## config.mk

```make
export PLATFORM = sky130hd
export DESIGN_NAME = ofc_seq
export DESIGN_NICKNAME = d
export VERILOG_FILES = /design/src/rtl/ofc_pkg.sv /design/src/rtl/ofc_seq.sv
export SDC_FILE = /design/constraint.sdc
export NUM_CORES = 1
export LEC_CHECK = 0
export ABC_AREA = 0
export BUFFER_PORTS_ARGS = -buffer_cell sky130_fd_sc_hd__buf_2
export CELL_PAD_IN_SITES_DETAIL_PLACEMENT = 2
export CELL_PAD_IN_SITES_GLOBAL_PLACEMENT = 2
export CORE_ASPECT_RATIO = 0.6
export CORE_UTILIZATION = 39
export CTS_BUF_LIST = sky130_fd_sc_hd__clkbuf_8
export DETAILED_ROUTE_END_ITERATION = 10
export PLACE_DENSITY_LB_ADDON = 0.1
export SETUP_SLACK_MARGIN = 0.3
export SYNTH_ARGS = -nofsm -noshare
export SYNTH_HDL_FRONTEND = slang
export SYNTH_SLANG_ARGS = --single-unit
```

## constraint.sdc

```tcl
create_clock -name clk -period 7.95 [get_ports clk]
set_input_delay 0.3975 -clock clk [delete_from_list [all_inputs] [get_ports clk]]
set_output_delay 0.3975 -clock clk [all_outputs]
set_load 0.03 [all_outputs]
```

## src/rtl/ofc_pkg.sv

```systemverilog
package ofc_pkg;

  localparam int CELL_W = 8;
  localparam int CFG_W  = 9;

  localparam logic       OP_WRITE = 1'b0;
  localparam logic       OP_QUERY = 1'b1;

  localparam logic [1:0] CFG_MAP_WIDTH      = 2'd0;
  localparam logic [1:0] CFG_MAP_HEIGHT     = 2'd1;
  localparam logic [1:0] CFG_OPEN_THRESHOLD = 2'd2;

  localparam logic [8:0] MAP_WIDTH_RST      = 9'd256;
  localparam logic [8:0] MAP_HEIGHT_RST     = 9'd256;
  localparam logic [6:0] OPEN_THRESHOLD_RST = 7'd25;

  localparam logic signed [CELL_W-1:0] CELL_UNKNOWN = -8'sd1;

  typedef struct packed {
    logic                      op;
    logic [7:0]                cell_x;
    logic [7:0]                cell_y;
    logic signed [CELL_W-1:0]  cell_value;
  } req_word_t;

  typedef struct packed {
    logic is_frontier;
    logic is_open;
    logic has_open_neighbour;
    logic out_of_range;
  } rsp_word_t;

  typedef struct packed {
    logic [8:0] map_width;
    logic [8:0] map_height;
    logic [6:0] open_threshold;
  } cfg_t;

  typedef enum logic [2:0] {
    ST_IDLE,
    ST_MUL,
    ST_WRITE,
    ST_RD0,
    ST_RD1,
    ST_RD2,
    ST_DONE
  } state_t;

  function automatic logic cell_open(logic signed [CELL_W-1:0] v, logic [6:0] thr);
    return !v[CELL_W-1] && (v[CELL_W-2:0] <= thr);
  endfunction

endpackage

```

## src/rtl/ofc_seq.sv

```systemverilog
module ofc_seq
  import ofc_pkg::*;
#(
  parameter int MAX_WIDTH  = 256,
  parameter int MAX_HEIGHT = 256,
  parameter int AW         = 16
) (
  input  logic              clk,
  input  logic              rst,
  input  cfg_t              cfg,
  input  logic              req_valid,
  output logic              req_stall,
  input  req_word_t         req_data,
  input  logic              room,
  output logic              rsp_load,
  output rsp_word_t         rsp_next,
  output logic              mem_we,
  output logic [AW-1:0]     mem_waddr,
  output logic [CELL_W-1:0] mem_wdata,
  output logic              mem_re,
  output logic [AW-1:0]     mem_raddr_a,
  output logic [AW-1:0]     mem_raddr_b,
  input  logic [CELL_W-1:0] mem_rdata_a,
  input  logic [CELL_W-1:0] mem_rdata_b
);

  localparam int WW = $clog2(MAX_WIDTH + 1);
  localparam int HW = $clog2(MAX_HEIGHT + 1);

  state_t state, state_next;

  logic [WW-1:0] w_eff;
  logic [HW-1:0] h_eff;

  logic                     op;
  logic [7:0]               x;
  logic [7:0]               y;
  logic signed [CELL_W-1:0] value;
  logic                     in_map;
  logic                     n_en, s_en, e_en, w_en;
  logic [AW-1:0]            base;
  logic                     c_open, c_unk, nb;

  logic [8+WW-1:0] prod;
  logic [AW-1:0]   centre;
  logic [AW-1:0]   w_ext;
  logic            nb_all;

  assign w_eff = (32'(cfg.map_width) > MAX_WIDTH) ? WW'(MAX_WIDTH) : WW'(cfg.map_width);
  assign h_eff = (32'(cfg.map_height) > MAX_HEIGHT) ? HW'(MAX_HEIGHT) : HW'(cfg.map_height);

  assign prod   = y * w_eff;
  assign centre = base + AW'(x);
  assign w_ext  = AW'(w_eff);
  assign nb_all = nb | (w_en & cell_open(mem_rdata_a, cfg.open_threshold));

  always_ff @(posedge clk) begin
    if (rst) begin
      state <= ST_IDLE;
    end else begin
      state <= state_next;
    end
  end

  always_comb begin
    state_next = state;
    case (state)
      ST_IDLE:  if (req_valid) state_next = ST_MUL;
      ST_MUL: begin
        if (op == OP_WRITE)  state_next = ST_WRITE;
        else if (in_map)     state_next = ST_RD0;
        else                 state_next = ST_DONE;
      end
      ST_WRITE: state_next = ST_IDLE;
      ST_RD0:   state_next = ST_RD1;
      ST_RD1:   state_next = ST_RD2;
      ST_RD2:   state_next = ST_DONE;
      ST_DONE:  if (room) state_next = ST_IDLE;
      default:  state_next = ST_IDLE;
    endcase
  end

  // centre and north, then south and east, then west
  always_comb begin
    req_stall   = 1'b1;
    mem_we      = 1'b0;
    mem_re      = 1'b0;
    mem_raddr_a = centre;
    mem_raddr_b = centre;
    rsp_load    = 1'b0;
    case (state)
      ST_IDLE:  req_stall = 1'b0;
      ST_WRITE: mem_we = in_map;
      ST_RD0: begin
        mem_re      = 1'b1;
        mem_raddr_b = centre - w_ext;
      end
      ST_RD1: begin
        mem_re      = 1'b1;
        mem_raddr_a = centre + w_ext;
        mem_raddr_b = centre + AW'(1);
      end
      ST_RD2: begin
        mem_re      = 1'b1;
        mem_raddr_a = centre - AW'(1);
      end
      ST_DONE:  rsp_load = room;
      default: ;
    endcase
  end

  assign mem_waddr = centre;
  assign mem_wdata = value;

  always_comb begin
    if (in_map) begin
      rsp_next.is_frontier        = c_unk & nb_all;
      rsp_next.is_open            = c_open;
      rsp_next.has_open_neighbour = nb_all;
      rsp_next.out_of_range       = 1'b0;
    end else begin
      rsp_next.is_frontier        = 1'b0;
      rsp_next.is_open            = 1'b0;
      rsp_next.has_open_neighbour = 1'b0;
      rsp_next.out_of_range       = 1'b1;
    end
  end

  always_ff @(posedge clk) begin
    case (state)
      ST_IDLE: begin
        if (req_valid) begin
          op     <= req_data.op;
          x      <= req_data.cell_x;
          y      <= req_data.cell_y;
          value  <= req_data.cell_value;
          in_map <= (32'(req_data.cell_x) < 32'(w_eff)) && (32'(req_data.cell_y) < 32'(h_eff));
          n_en   <= req_data.cell_y != 8'd0;
          w_en   <= req_data.cell_x != 8'd0;
          s_en   <= (32'(req_data.cell_y) + 32'd1) < 32'(h_eff);
          e_en   <= (32'(req_data.cell_x) + 32'd1) < 32'(w_eff);
        end
      end
      ST_MUL: begin
        base <= AW'(prod);
        nb   <= 1'b0;
      end
      ST_RD1: begin
        c_open <= cell_open(mem_rdata_a, cfg.open_threshold);
        c_unk  <= mem_rdata_a == CELL_UNKNOWN;
        nb     <= nb | (n_en & cell_open(mem_rdata_b, cfg.open_threshold));
      end
      ST_RD2: begin
        nb <= nb | (s_en & cell_open(mem_rdata_a, cfg.open_threshold))
                 | (e_en & cell_open(mem_rdata_b, cfg.open_threshold));
      end
      default: ;
    endcase
  end

endmodule

```

==> qor.csv <==
metric,value,unit
status,completed,
die_h,112,um
ys_warn_count,0,
hold_buffers,0,
worst_pin_slew,0.973,ns
p_int,927,uW
rsz0062_at_grt,no,
p_seq_share,19.0,%
cts_tree,done,
powerDensity,224,mW/mm^2
crit_chain,buf_2 > nor2b_1 > and2_1 > fa_1 > fa_1 > fa_1 > inv_1 > fa_1 > inv_1 > ha_1 > o21ai_0 > a21oi_1 > o41ai_2 > o221ai_1 > a21oi_1 > xnor2_1,
clockPowerShare,8.9,%
arrival,5.32,ns
ys_ff_latch,52,
top_level_ports,134,
finClkSkew,0.0107,ns
layout-drive-gt1-share,16.3,%
rows,39,
crit_buf_inv,3,
coreArea,0.0195,mm^2
yosys_most_used_dff,edfxtp_1,
portBuffers,133,
grt_usage,27.4,%
antenna_found_initial,0,
die_w,186,um
grt_pass1_wl,43.7,mm
detail_route.vias_per_cell,5.45,
crit_top_cell,fa_1,
period_share,65.6,%
worstSetupPathType,in2reg,
nets,1275,
post_cts_resize_count,0,
power.switching,1.08,mW
p_comb_share,72.1,%
fmax,192,MHz
vdd_drop_max,0.130,mV
avgSynthCellArea,8.68,um^2
p_leak,4.27,nW
syn_to_final_growth,13.1,%
dr.pass1.iters,4,
grt_overflow_total,0,
numCtsBuffers,5,
num_antenna_cells,0,
cp.required,8.06,ns
grt_pass1_vias,7631,
finalHoldViolCount,0,
post_cts_buffers,0,
critPathMaxFanout,23,
ant_nets,0,
yosysSeqAreaShare,19.3,%
vias,7123,
synth_area_leaders,"ha_1 (19%), edfxtp_1 (19%), fa_1 (11%)",
dp_hpwl,22.7,mm
utilization,46.0,%
startpoint_type,primary input,
min_path_type,in2reg,
slew_headroom,35.1,%
async_flop_share,0,%
globalplace.congestion,0.846,
clk_pin_slew,0.12,ns
avgRoutedWirePerCell,20.7,um
cap_violations,0,
clockBufferDepth,2,
fin_setup_tns,0,ns
cp-end-kind,flip-flop,
clock-sinks,52,
routed_wl,27.1,mm
grt_max_degree,31,
dieArea,0.0209,mm^2
cp_slowest_cell,nor2b_1,
slowest_delay,0.70,ns
clk_latency,0.35,ns
drt_iter0_drc,280,
p_sw_share,53.8,%
cts-root-buf,clkbuf_8,
final.min_clock_period,5.22,ns
cts.htree.levels,2,
synth_area,0.00792,mm^2
syn-num-nets,1149,
synth_top_cell_area_share,19.3,%
start_util,40.7,%
setup_viol,0,
synth-edff-count,49,
drc,0,
place_ws,2.30,ns
synth.distinct_cells,70,
drv_slew,0,
critPathTopFamily,adder cells,
netlist_instances,913,
setup_ws,2.73,ns
synth_top_area_cell,ha_1,
-- placed cells by master (no fill, tap or decap), drive strengths merged, types with 4 or more instances in the layout --
cell type	count
nor3	16
fa	44
o21a	12
or2	5
mux2i	6
clkbuf	5
nor2	51
and2	63
inv	104
nand4	10
or3	5
a211oi	10
a21oi	56
buf	136
nand3	17
xnor2	41
a21o	18
o21bai	4
o211ai	6
o21ai	47
and3	13
ha	122
o31ai	8
a21boi	5
nand2	88
nor2b	18
xor2	22
edfxtp	49
nand2b	15
nor3b	4
-- synth_stat cells, types with 18 or more instances --
cell type	n
a21oi_1	54
nor2_1	51
and2_1	63
nand2_1	87
edfxtp_1	49
o21ai_0	44
xnor2_1	40
a21o_1	18
ha_1	122
inv_1	102
xor2_1	22
fa_1	44
-- cells by family (layout without fill, tap and decap cells) --
family	count (synthesis)	after routing	share of synthesized area, %
buffers and inverters	121	248	5.95
AOI/OAI and AO/OA	188	188	15.5
xor gates and xnor gates	63	63	7.06
adders and majority gates	166	166	30.4
DFF	52	52	19.3
muxes	8	8	1.04
and+or+nand+nor	315	315	20.7
-- metrics by stage --
step           hold WS [ns]  area (um^2)  instances  total power, mW
5_1_grt               0.202         8960       1306             2.17
4_1_cts               0.215         8960       1306             2.01
3_5_place_dp          0.576         8870       1298             1.83
3_3_place_gp          0.574         8870       1298             1.76
2_1_floorplan         0.467         7920        913             1.41
6_report              0.223         8960       1306             2.00
-- final cells by class --
type                            count  area (um^2)
Fill cell                        2203        10500
Multi-Input combinational cell    740         5920
Sequential cell                    52         1530
Timing Repair Buffer              136          688
Inverter                          104          390
Tap cell                          266          333
Clock buffer                        5         68.8
Clock inverter                      3         21.3
-- flip-flops by register name (all words and copies together) (netlist names), 3 cells and up --
name       flops
x              8
mem_wdata      8
y              8
state          3
base          16
-- power groups by stage --
stage	clock network, mW	logic, mW	registers (mW)
floorplan	0	1.03	0.380
global placement	0	1.38	0.386
detailed placement	0	1.44	0.387
CTS	0.181	1.45	0.381
global route	0.193	1.59	0.386
finish	0.179	1.44	0.381
-- per-layer routing --
layer	share of wire (%)	global-route usage (%)	wire (um)	vias up
li1	-	-	-	3407
met1	52	42.1	14200	3518
met2	41	41.7	11200	179
met3	5.3	3.28	1440	19
met4	0.93	3.66	251	0
met5	0	0	0	-
-- path summary, 6_finish.rpt --
kind	cells past startpoint	to	startpoint	slack, ns
worst max register to register	16	base[15]	y[4]	3.08
worst min register to register	1	nb	nb	0.62
worst max-delay path	16	base[15]	cfg[24]	2.73
worst min-delay path	2	state[1]	rst	0.22
No activity file was read; power rests on OpenSTA's default activity.
